**src/rtl/core/lfu_pkg.sv**
```systemverilog
// Shared types and constants of the LFU cache.
// No dependencies; imported by lfu_cache.
package lfu_pkg;

  localparam int unsigned CFG_W       = 5;
  localparam int unsigned KEY_W       = 32;
  localparam int unsigned VAL_W       = 32;
  localparam int unsigned CNT_W       = 32;
  localparam int unsigned TIME_W      = 48;
  localparam int unsigned ENTRIES_DEF = 16;

  localparam logic [CFG_W-1:0] CAP_RESET = CFG_W'(16);

  // Request type codes.
  localparam logic REQ_GET = 1'b0;
  localparam logic REQ_PUT = 1'b1;

  typedef enum logic [1:0] {
    ST_IDLE,
    ST_SCAN,
    ST_LAST,
    ST_FINISH
  } lfu_state_e;

  typedef struct packed {
    logic [KEY_W-1:0]  key;
    logic [VAL_W-1:0]  value;
    logic [CNT_W-1:0]  count;
    logic [TIME_W-1:0] last_use;
  } lfu_row_t;

endpackage

```
**src/rtl/core/lfu_cache.sv**
```systemverilog
// Key-value cache with least-frequently-used replacement.
// Depends on lfu_pkg; entry rows sit in one synchronous row memory, valid bits in registers.
//
//  channel   | handshake               | fields
//  ----------+-------------------------+----------------------------------------
//  request   | start / busy            | req_type_i, lookup_key_i, put_value_i
//  result    | result_valid_o (strobe) | found_o, read_value_o
//  capacity  | cfg_we_i                | cfg_wdata_i
//
// A request keeps busy high through the SCAN, LAST and FINISH states: one row of the
// memory is read per cycle to find the key, the first free slot and the
// eviction victim, then FINISH writes the touched row back, if there is one.
// A get's result shows for one cycle right after busy drops; a put gives none.
// Reset clears the valid bits, occupancy and request clock; no clearing pass.
// The receiver cannot stall; the next request may start while the result shows.
module lfu_cache #(
  parameter int unsigned ENTRIES = lfu_pkg::ENTRIES_DEF
) (
  input  logic                      clk_i,
  input  logic                      rst_ni,
  input  logic                      start,
  output logic                      busy,
  input  logic                      req_type_i,
  input  logic [lfu_pkg::KEY_W-1:0] lookup_key_i,
  input  logic [lfu_pkg::VAL_W-1:0] put_value_i,
  input  logic                      cfg_we_i,
  input  logic [lfu_pkg::CFG_W-1:0] cfg_wdata_i,
  output logic                      result_valid_o,
  output logic                      found_o,
  output logic [lfu_pkg::VAL_W-1:0] read_value_o
);
  import lfu_pkg::*;

  localparam int unsigned IDX_W = (ENTRIES > 1) ? $clog2(ENTRIES) : 1;
  localparam logic [IDX_W-1:0] LAST_IDX = IDX_W'(ENTRIES - 1);
  localparam logic [31:0] ENTRIES_W = 32'(ENTRIES);

  lfu_state_e state_q, state_d;

  // Row memory.
  lfu_row_t mem_q [ENTRIES];
  lfu_row_t rd_data_q;
  lfu_row_t wr_row;
  logic [IDX_W-1:0] wr_idx;
  logic mem_we, mem_re;

  logic [ENTRIES-1:0] valid_q;
  logic [CFG_W-1:0] cap_q, cap_eff, occ_q;
  logic [TIME_W-1:0] clk_cnt_q;

  // Request latch.
  logic             req_put_q;
  logic [KEY_W-1:0] req_key_q;
  logic [VAL_W-1:0] req_val_q;

  // Scan pipeline.
  logic [IDX_W-1:0] rd_idx_q, cmp_idx_q;
  logic             cmp_vld_q;
  logic             accept;

  // Scan results.
  logic             hit_q, free_q, vic_q;
  logic [IDX_W-1:0] hit_idx_q, free_idx_q, vic_idx_q;
  logic [VAL_W-1:0] hit_val_q;
  logic [CNT_W-1:0] hit_cnt_q, vic_cnt_q;
  logic [TIME_W-1:0] vic_lu_q;

  logic row_valid, key_match, better;
  logic [CNT_W-1:0] hit_cnt_inc;

  // Result registers.
  logic res_valid_q, res_valid_d;
  logic found_q, found_d;
  logic [VAL_W-1:0] rvalue_q, rvalue_d;
  logic occ_inc;

  assign accept  = start && (state_q == ST_IDLE);
  assign cap_eff = ({27'b0, cap_q} > ENTRIES_W) ? CFG_W'(ENTRIES) : cap_q;

  // Next state.
  always_comb begin
    state_d = state_q;
    case (state_q)
      ST_IDLE:   if (start) state_d = ST_SCAN;
      ST_SCAN:   if (rd_idx_q == LAST_IDX) state_d = ST_LAST;
      ST_LAST:   state_d = ST_FINISH;
      ST_FINISH: state_d = ST_IDLE;
      default:   state_d = ST_IDLE;
    endcase
  end

  assign hit_cnt_inc = (hit_cnt_q != '1) ? hit_cnt_q + CNT_W'(1) : hit_cnt_q;

  // Outputs of the sequencer: memory access, result and occupancy update.
  always_comb begin
    busy         = 1'b1;
    mem_re       = 1'b0;
    mem_we       = 1'b0;
    wr_idx       = hit_idx_q;
    wr_row.key      = req_key_q;
    wr_row.value    = req_val_q;
    wr_row.count    = CNT_W'(1);
    wr_row.last_use = clk_cnt_q;
    res_valid_d  = 1'b0;
    found_d      = 1'b0;
    rvalue_d     = '0;
    occ_inc      = 1'b0;
    case (state_q)
      ST_IDLE: begin
        busy = 1'b0;
      end
      ST_SCAN: begin
        mem_re = 1'b1;
      end
      ST_LAST: begin
      end
      ST_FINISH: begin
        if (req_put_q == REQ_GET) begin
          res_valid_d = 1'b1;
          found_d     = hit_q;
          rvalue_d    = hit_q ? hit_val_q : '0;
          if (hit_q) begin
            mem_we       = 1'b1;
            wr_row.value = hit_val_q;
            wr_row.count = hit_cnt_inc;
          end
        end else if (cap_eff != '0) begin
          mem_we = 1'b1;
          if (hit_q) begin
            wr_row.count = hit_cnt_inc;
          end else if (occ_q < cap_eff && free_q) begin
            wr_idx  = free_idx_q;
            occ_inc = 1'b1;
          end else begin
            wr_idx = vic_q ? vic_idx_q : '0;
          end
        end
      end
      default: begin
        busy = 1'b0;
      end
    endcase
  end

  // Row memory: one write port, registered read.
  always_ff @(posedge clk_i) begin
    if (mem_we) begin
      mem_q[wr_idx] <= wr_row;
    end
    if (mem_re) begin
      rd_data_q <= mem_q[rd_idx_q];
    end
  end

  assign row_valid = valid_q[cmp_idx_q];
  assign key_match = row_valid && (rd_data_q.key == req_key_q);
  assign better    = row_valid && (!vic_q || (rd_data_q.count < vic_cnt_q) ||
                     (rd_data_q.count == vic_cnt_q && rd_data_q.last_use < vic_lu_q));

  always_ff @(posedge clk_i or negedge rst_ni) begin
    if (!rst_ni) begin
      state_q     <= ST_IDLE;
      valid_q     <= '0;
      cap_q       <= CAP_RESET;
      occ_q       <= '0;
      clk_cnt_q   <= '0;
      rd_idx_q    <= '0;
      cmp_idx_q   <= '0;
      cmp_vld_q   <= 1'b0;
      hit_q       <= 1'b0;
      free_q      <= 1'b0;
      vic_q       <= 1'b0;
      req_put_q   <= REQ_GET;
      res_valid_q <= 1'b0;
    end else begin
      state_q     <= state_d;
      res_valid_q <= res_valid_d;
      cmp_vld_q   <= mem_re;
      cmp_idx_q   <= rd_idx_q;
      if (cfg_we_i) begin
        cap_q <= cfg_wdata_i;
      end
      if (accept) begin
        req_put_q <= req_type_i;
        rd_idx_q  <= '0;
        hit_q     <= 1'b0;
        free_q    <= 1'b0;
        vic_q     <= 1'b0;
        if (clk_cnt_q != '1) begin
          clk_cnt_q <= clk_cnt_q + TIME_W'(1);
        end
      end
      if (mem_re && rd_idx_q != LAST_IDX) begin
        rd_idx_q <= rd_idx_q + IDX_W'(1);
      end
      // Keep the first match and the first free slot; keep the least used victim.
      if (cmp_vld_q) begin
        if (key_match && !hit_q) hit_q <= 1'b1;
        if (!row_valid && !free_q) free_q <= 1'b1;
        if (better) vic_q <= 1'b1;
      end
      if (mem_we) begin
        valid_q[wr_idx] <= 1'b1;
      end
      if (occ_inc) begin
        occ_q <= occ_q + CFG_W'(1);
      end
    end
  end

  // Payload registers.
  always_ff @(posedge clk_i) begin
    if (accept) begin
      req_key_q <= lookup_key_i;
      req_val_q <= put_value_i;
    end
    if (cmp_vld_q) begin
      if (key_match && !hit_q) begin
        hit_idx_q <= cmp_idx_q;
        hit_val_q <= rd_data_q.value;
        hit_cnt_q <= rd_data_q.count;
      end
      if (!row_valid && !free_q) begin
        free_idx_q <= cmp_idx_q;
      end
      if (better) begin
        vic_idx_q <= cmp_idx_q;
        vic_cnt_q <= rd_data_q.count;
        vic_lu_q  <= rd_data_q.last_use;
      end
    end
    found_q  <= found_d;
    rvalue_q <= rvalue_d;
  end

  assign result_valid_o = res_valid_q;
  assign found_o        = found_q;
  assign read_value_o   = rvalue_q;

endmodule

```
**config.mk**
```make
export PLATFORM = sky130hd
export DESIGN_NAME = lfu_cache
export DESIGN_NICKNAME = d
export VERILOG_FILES = /design/src/rtl/core/lfu_pkg.sv /design/src/rtl/core/lfu_cache.sv
export SDC_FILE = /design/constraint.sdc
export NUM_CORES = 2
export LEC_CHECK = 0
export ABC_AREA = 1
export BUFFER_PORTS_ARGS = -buffer_cell sky130_fd_sc_hd__buf_4
export CORE_ASPECT_RATIO = 1.75
export CORE_MARGIN = 5
export CORE_UTILIZATION = 45
export DETAILED_ROUTE_END_ITERATION = 6
export SKIP_LAST_GASP = 1
export SLEW_MARGIN = 20
export SYNTH_ARGS = -nofsm -noshare
export SYNTH_HDL_FRONTEND = slang
export SYNTH_SLANG_ARGS = --single-unit
```
**constraint.sdc**
```tcl
create_clock -name clk_i -period 9.65 [get_ports clk_i]
set_input_delay 0.965 -clock clk_i [delete_from_list [all_inputs] [get_ports clk_i]]
set_output_delay 0.965 -clock clk_i [all_outputs]
set_load 0.005 [all_outputs]
```
**Word level (Yosys, flattened, before mapping)**

Memory sizes are Yosys's and may differ from the RTL's. A register that Yosys moved wholly into a read port is not among the register bits.
Cells that the tools add are included.

- Register bits after elaboration: 343
- RAM bits: 2,304
- Bits of input ports: 74
- Output and inout port bits: 35
- Logic and storage cells: 122
- Memories: 1

- $add $sub $neg: 4
- Magnitude comparators: 7
- Eq/ne operators: 11
- Muxes and demuxes: 47
- Bitwise operators: 3
- Reduce and logical (&&, ||, !) cells: 25

Memory list:

| name | depth | bits a word | read ports | clocked after memory_dff | write ports | line | RTL |
|---|---|---|---|---|---|---|---|
| mem_q | 16 | 144 | 1 | 1 | 1 | lfu_cache.sv:41 | `lfu_row_t mem_q [ENTRIES];` |

Operator list:

| operator | number |
|---|---|
| $mux W32 | 5 |
| $mux W64 | 2 |
| $eq A32 B32 Y1 | 2 |
| $add A48 B1 Y48 const B | 1 |
| $lt A48 B48 Y1 | 1 |
| $ne A48 B48 Y1 const B | 1 |
| $add A32 B1 Y32 const B | 1 |
| $lt A32 B32 Y1 | 1 |
| $mux W4 | 8 |
| $ne A32 B32 Y1 const B | 1 |
| $mux W1 | 26 |
| $or A16 B16 Y16 | 1 |
| $lt A4 B5 Y1 const B | 2 |
| $reduce_and A2 Y1 | 5 |
| $logic_and A1 B1 Y1 | 9 |
| $pmux W2 S4 | 1 |
| $add A5 B1 Y5 const B | 1 |
| $gt A5 B5 Y1 const B | 1 |
| $lt A5 B5 Y1 | 1 |
| $mux W5 | 1 |
| $reduce_bool A5 Y1 | 1 |
| $add A4 B1 Y4 const B | 1 |
| $bmux W1 S4 | 1 |
| $demux W1 S4 | 1 |
| 14 further kinds | 22 |

**Depth between registers and ports, before layout**

- Depth in word-level cells: 14
- Gate-level depth with buffers: 16
- Gate-level depth less buffers: 16

**Worst setup path after synthesis**

Ideal clock, no wire load.

- Path type: register to register
- Start point: reg state_q[1]
- End point: reg state_q[0]
- Library setup time: 0.079 ns
- Data arrival time: 5.296 ns
- Required time: 9.571 ns
- Setup slack: 4.275 ns
- Cell stages (with the launch flop): 7
- Path buffers: 0
- Period minus slack after synthesis: 5.375 ns
- Cell sequence: dfrtp_1 -> inv_1 -> ha_1 -> o21ai_0 -> o21ai_0 -> nor3_1 -> a21oi_1

- Longest elaborated chain between the ends: 3
- Elaborated cells between the ends (all ways): 8
- Those cells by class: 5 x eq/ne; 1 x mux; 2 x reduce/logical

RTL lines:

| item | line | RTL |
|---|---|---|
| start, declared | lfu_cache.sv:38 | `lfu_state_e state_q, state_d;` |
| start signal, assigned | lfu_cache.sv:176 | `state_q <= state_d;` |
| $eq A2 B1 Y1 or $logic_not A2 Y1 (tied branches) | lfu_cache.sv:83 | `case (state_q)` |
| $ne A2 B2 Y1 (no source line) | - |  |
| $reduce_and A2 Y1 (no source line) | - |  |

Parallel ways exist; a longest one is shown, timed or not.
A chain may end at the register's enable or synchronous reset.

**Worst setup path in the final report**

- Start point: reg cap_q[4]
- End point: mem mem_q[2][127] (netlist bit), enable pin

- Longest elaborated chain between the ends: 9
- Elaborated cells between the ends (all ways): 15
- Those cells by class: 2 x order compare; 11 x mux; 2 x reduce/logical

RTL lines:

| item | line | RTL |
|---|---|---|
| start, declared | lfu_cache.sv:48 | `logic [CFG_W-1:0] cap_q, cap_eff, occ_q;` |
| start signal, assigned | lfu_cache.sv:181 | `cap_q <= cfg_wdata_i;` |
| $gt A5 B5 Y1 | lfu_cache.sv:78 | `assign cap_eff = ({27'b0, cap_q} > ENTRIES_W) ? CFG_W'(ENTRIES) : cap_q;` |
| $mux W5 * | lfu_cache.sv:78 |  |
| $lt A5 B5 Y1 | lfu_cache.sv:131 | `end else if (occ_q < cap_eff && free_q) begin` |
| $logic_and A1 B1 Y1 | lfu_cache.sv:131 |  |
| $mux W4 | lfu_cache.sv:131 |  |
| $mux W4 | lfu_cache.sv:129 | `if (hit_q) begin` |
| $mux W4 | lfu_cache.sv:127 | `end else if (cap_eff != '0) begin` |
| $mux W4 | lfu_cache.sv:118 | `if (req_put_q == REQ_GET) begin` |
| $mux W4 | lfu_cache.sv:108 | `case (state_q)` |
| end, declared | lfu_cache.sv:41 |  |

Mark *: on every way between the ends. The rest lies on a longest branch, timed or not.

==> metrics.csv <==
stage,metric,value,unit
route,post-DR wirelength/cell,25.7,um
placement,dpl cells,11100,
hold_path,Hold Path Depth,1,
global_route,gr usage total,23.1,%
clock_tree,hold buffer count at cts,1,
final_layout,Layout Nets,8406,
worst_setup_path,Critical Path RT,10.15,ns
logic_synthesis,multiplexer area fraction after synthesis,0.0515,%
sta,FMAX,230,MHz
global_route,vias in the first global route,67000,
clock_tree,"Clk pin slew, worst setup/hold paths",0.07,ns
clock_tree,post-CTS sizing,0,
worst_setup_path,critical-path cell list,inv_1 -> ha_1 -> nand2_1 -> nor2_1 -> nor2_1 -> and2_1 -> nand2_1 -> nand2_1 -> nand3_1 -> nand2_1 -> nor2_1 -> nand2_1 -> inv_8 -> buf_4,
logic_synthesis,post-synthesis adder-cell area fraction,1.05,%
die,Row Count,239,
die,Initial Utilization,45.2,%
worst_setup_path,most frequent CP cell,nand2_1,
sta,# setup viols final,0,
final_layout,final cell count without fillers,11600,
run,max cap viols,0,
logic_synthesis,Mapped Cells,8238,
final_layout,post-layout instance area,122000,sq um
worst_setup_path,CP arrival,4.85,ns
logic_synthesis,Mapped Nets,8404,
placement,Final GP Congestion,0.934,
worst_setup_path,Max Fanout on Critical Path,77,
worst_setup_path,reg-to-reg endpoint,mem_q[2][127],
die,Die ar.,253000,sq um
route,drt drc,0,
placement,PortBufs,108,
clock_tree,worst skew pair latency,0.92,ns
status,outcome,finished clean,
logic_synthesis,number of synthesized flops with an enable pin,2668,
hold_path,Hold Path Class,input pin to flip-flop,
sta,"Hold Violations, Final",0,
route,DR iter-0 viols,6397,
sta,unrepaired setup endpoints after global routing,false,
logic_synthesis,Unique masters post-synth,52,
power,Pleak,42.0,nW
hold_path,Worst Hold Launch,lookup_key_i[29],
global_route,initial antenna violation count,4,
sta,Worst Hold Slack,0.233,ns
hold_path,hold endpoint,req_key_q[29],
sta,Worst Skew,0.0636,ns
worst_setup_path,Worst Setup Start Kind,flip-flop,
global_route,total grt overflow,0,
die,Ports,109,
logic_synthesis,largest family of logic cells by synthesized area,simple AND/OR/NAND/NOR gates,
die,Die Ht,662,um
logic_synthesis,post-synthesis sequential area ratio,75.9,%
route,DR pass1 iterations,6,
power,pwr dens,280,nW/um^2
logic_synthesis,Main synth FF type,edfxtp_1,
sta,Rel. slew slack,22.1,%
clock_tree,buffer count from post-CTS setup fixing,0,
power,Max rail drop VDD,0.000223,V
route,WL final,297000,um
route,vias post-DR,67500,
worst_setup_path,R2R Path Start,cap_q[4],
worst_setup_path,Worst path slowest cell,buf_4,
clock_tree,CTS Buf Count,243,
global_route,first-pass GRT wire length,439000,um
sta,Slew @ Worst Pin,1.16,ns
sta,final slew viol count,0,
placement,Placed Area,113000,sq um
sta,Tcrit/Tclk final,45.1,%
worst_setup_path,max incr delay on CP,0.75,ns
final_layout,Syn-to-layout area delta,11.2,%
final_layout,share of layout cells above drive strength 1,7.86,%
worst_setup_path,R2R depth,14,
logic_synthesis,XOR/XNOR share of the synthesized area,0.497,%
clock_tree,CTS max path bufs,4,
logic_synthesis,yosys warns,0,
logic_synthesis,"FFs w/ async S/R, synth",3.22,%
route,Routed Antenna Nets,0,
final_layout,fillers,20300,
logic_synthesis,synthesized cell area,109000,sq um
worst_setup_path,Crit. End Element,flip-flop,
die,Die Width,383,um
worst_setup_path,CP Class,flip-flop to flip-flop,
sta,Final Critical Period,4.35,ns
clock_tree,root buffer cell,clkbuf_16,
worst_setup_path,flop-to-flop setup slack,5.30,ns
clock_tree,H-Tree Level Count,4,
logic_synthesis,Seq cells post-synth,2791,
logic_synthesis,Synth Area per Inst,13.3,sq um
placement,Post-DP HPWL,153000,um
logic_synthesis,post-synthesis compound-gate area fraction,8.22,%
sta,setup_tns,0,ns
logic_synthesis,simple-gate area share of the yosys netlist,11.4,%
route,vias per cell,5.83,
clock_tree,CTS tree,built,
clock_tree,clk sink count,2791,
global_route,largest net degree at the start of global routing,215,
die,core box area,242000,sq um
## metal layers
| layer | part of all wire, % | global-route usage, % | vias to the layer above |
|---|---|---|---|
| li1 | - | - | 30200 |
| met1 | 38 | 28.1 | 34200 |
| met2 | 52 | 42.2 | 2446 |
| met3 | 5.7 | 2.42 | 647 |
| met4 | 4.2 | 8.83 | 0 |
| met5 | 0 | 0 | - |
## placed cells by master, fill, tap and decap left out, drive strengths merged, types with 2 or more instances in the layout
master,n
nor3b,3
mux2,5
a21oi,294
nand3,399
o2111ai,3
clkinvlp,12
nand2,1505
inv,311
edfxtp,2668
a221oi,121
o21bai,3
or2,19
xnor2,19
nor4,12
o21ai,802
ha,92
dfxtp,33
xor2,43
buf,227
dfrtp,89
clkbuf,295
o221ai,166
nand4,211
a211oi,2
bufinv,35
nor3,41
clkinv,92
nand3b,6
o21a,5
o22ai,128
nor2,779
a31oi,3
o211ai,6
a21o,3
## cells by family (layout without fill, tap and decap cells)
family,count (synthesis),count (layout)
DFF,2791,2791
other,0,1
xor gates and xnor gates,62,62
muxes,5,5
buffers and inverters,774,973
adders and majority gates,92,92
and+or+nand+nor,2978,2978
AOI/OAI and AO/OA,1536,1536
## per-stage QoR
stage,power (mW),util [%],setup slack [ns]
floorplan,21.1,-,4.28
global placement,24.1,46.9,5.40
detailed placement,24.2,46.9,5.33
CTS,34.2,50.2,5.31
global route,35.6,50.3,5.08
finish,34.0,50.3,5.30
## state kept, by name, indices dropped and copies added, names as in the netlist, 48 cells and up
signal / flops
clk_cnt_q: 48
vic_lu_q: 48
rd_data_q: 144
mem_q: 2304
## critical path: cells and delay by family (launching register included)
kind,cells,cell delay (ns)
simple gates,10,1.40
fa+ha+maj,1,0.32
flops,1,0.51
buf+inv,3,1.52
## worst max-delay path by stage
stage | from | end | slack [ns] | cells after the start
floorplan | state_q[1] | state_q[0] | 4.28 | 6
global placement | cap_q[4] | mem_q[2][127] | 5.40 | 13
detailed placement | cap_q[4] | mem_q[2][127] | 5.33 | 13
CTS | cap_q[4] | mem_q[2][128] | 5.31 | 13
global route | cap_q[4] | mem_q[2][128] | 5.08 | 13
finish | cap_q[4] | mem_q[2][127] | 5.30 | 14
## power by group
part	internal, mW	leakage [nW]	switching (mW)
clock	5.66	3.92	4.37
combinational	2.20	11.5	5.93
sequential	14.9	26.6	0.943
total	22.8	42.0	11.2
## cells in the mapped netlist (2+ instances only)
master	count	share of area [%]
o221ai_1	166	1.3
nor3_1	39	0.18
a21oi_1	294	1.3
mux2_2	5	0.051
nor2_1	775	2.7
buf_2	107	0.49
a211oi_1	2	0.014
buf_1	24	0.082
a31oi_1	3	0.017
o21bai_1	3	0.021
nand3b_1	6	0.041
o21ai_0	705	3.2
a21o_1	3	0.021
buf_6	4	0.041
or2_2	19	0.11
nor4_1	12	0.069
o211ai_1	6	0.041
nand3_2	2	0.018
o21a_1	5	0.034
nand2_4	2	0.021
nor3b_1	3	0.021
nand3_1	396	1.8
nand2_1	1499	5.1
a221oi_1	121	0.97
inv_1	299	1.0
clkbuf_1	324	1.1
nor2_4	3	0.031
buf_4	10	0.069
inv_2	3	0.010
dfrtp_1	89	2.0
nand4_1	210	1.2
ha_1	92	1.1
xor2_1	43	0.34
o2111ai_1	3	0.024
dfxtp_1	33	0.60
o22ai_1	128	0.73
o21ai_1	97	0.44
xnor2_1	19	0.15
edfxtp_1	2668	73
nand2_2	4	0.023
## cell type report
type / instances / area, sq um / area share [%]
clock buffer: 295 / 6420 / 5.28
inverter: 303 / 1310 / 1.07
antenna: 1 / 2.50 / 0.00206
sequential: 2791 / 83000 / 68.3
clock inverter: 147 / 1650 / 1.35
tap: 3133 / 3920 / 3.22
timing repair buffer: 228 / 1950 / 1.61
multi-input combinational: 4673 / 23300 / 19.2
No activity file was read; power rests on OpenSTA's default activity.
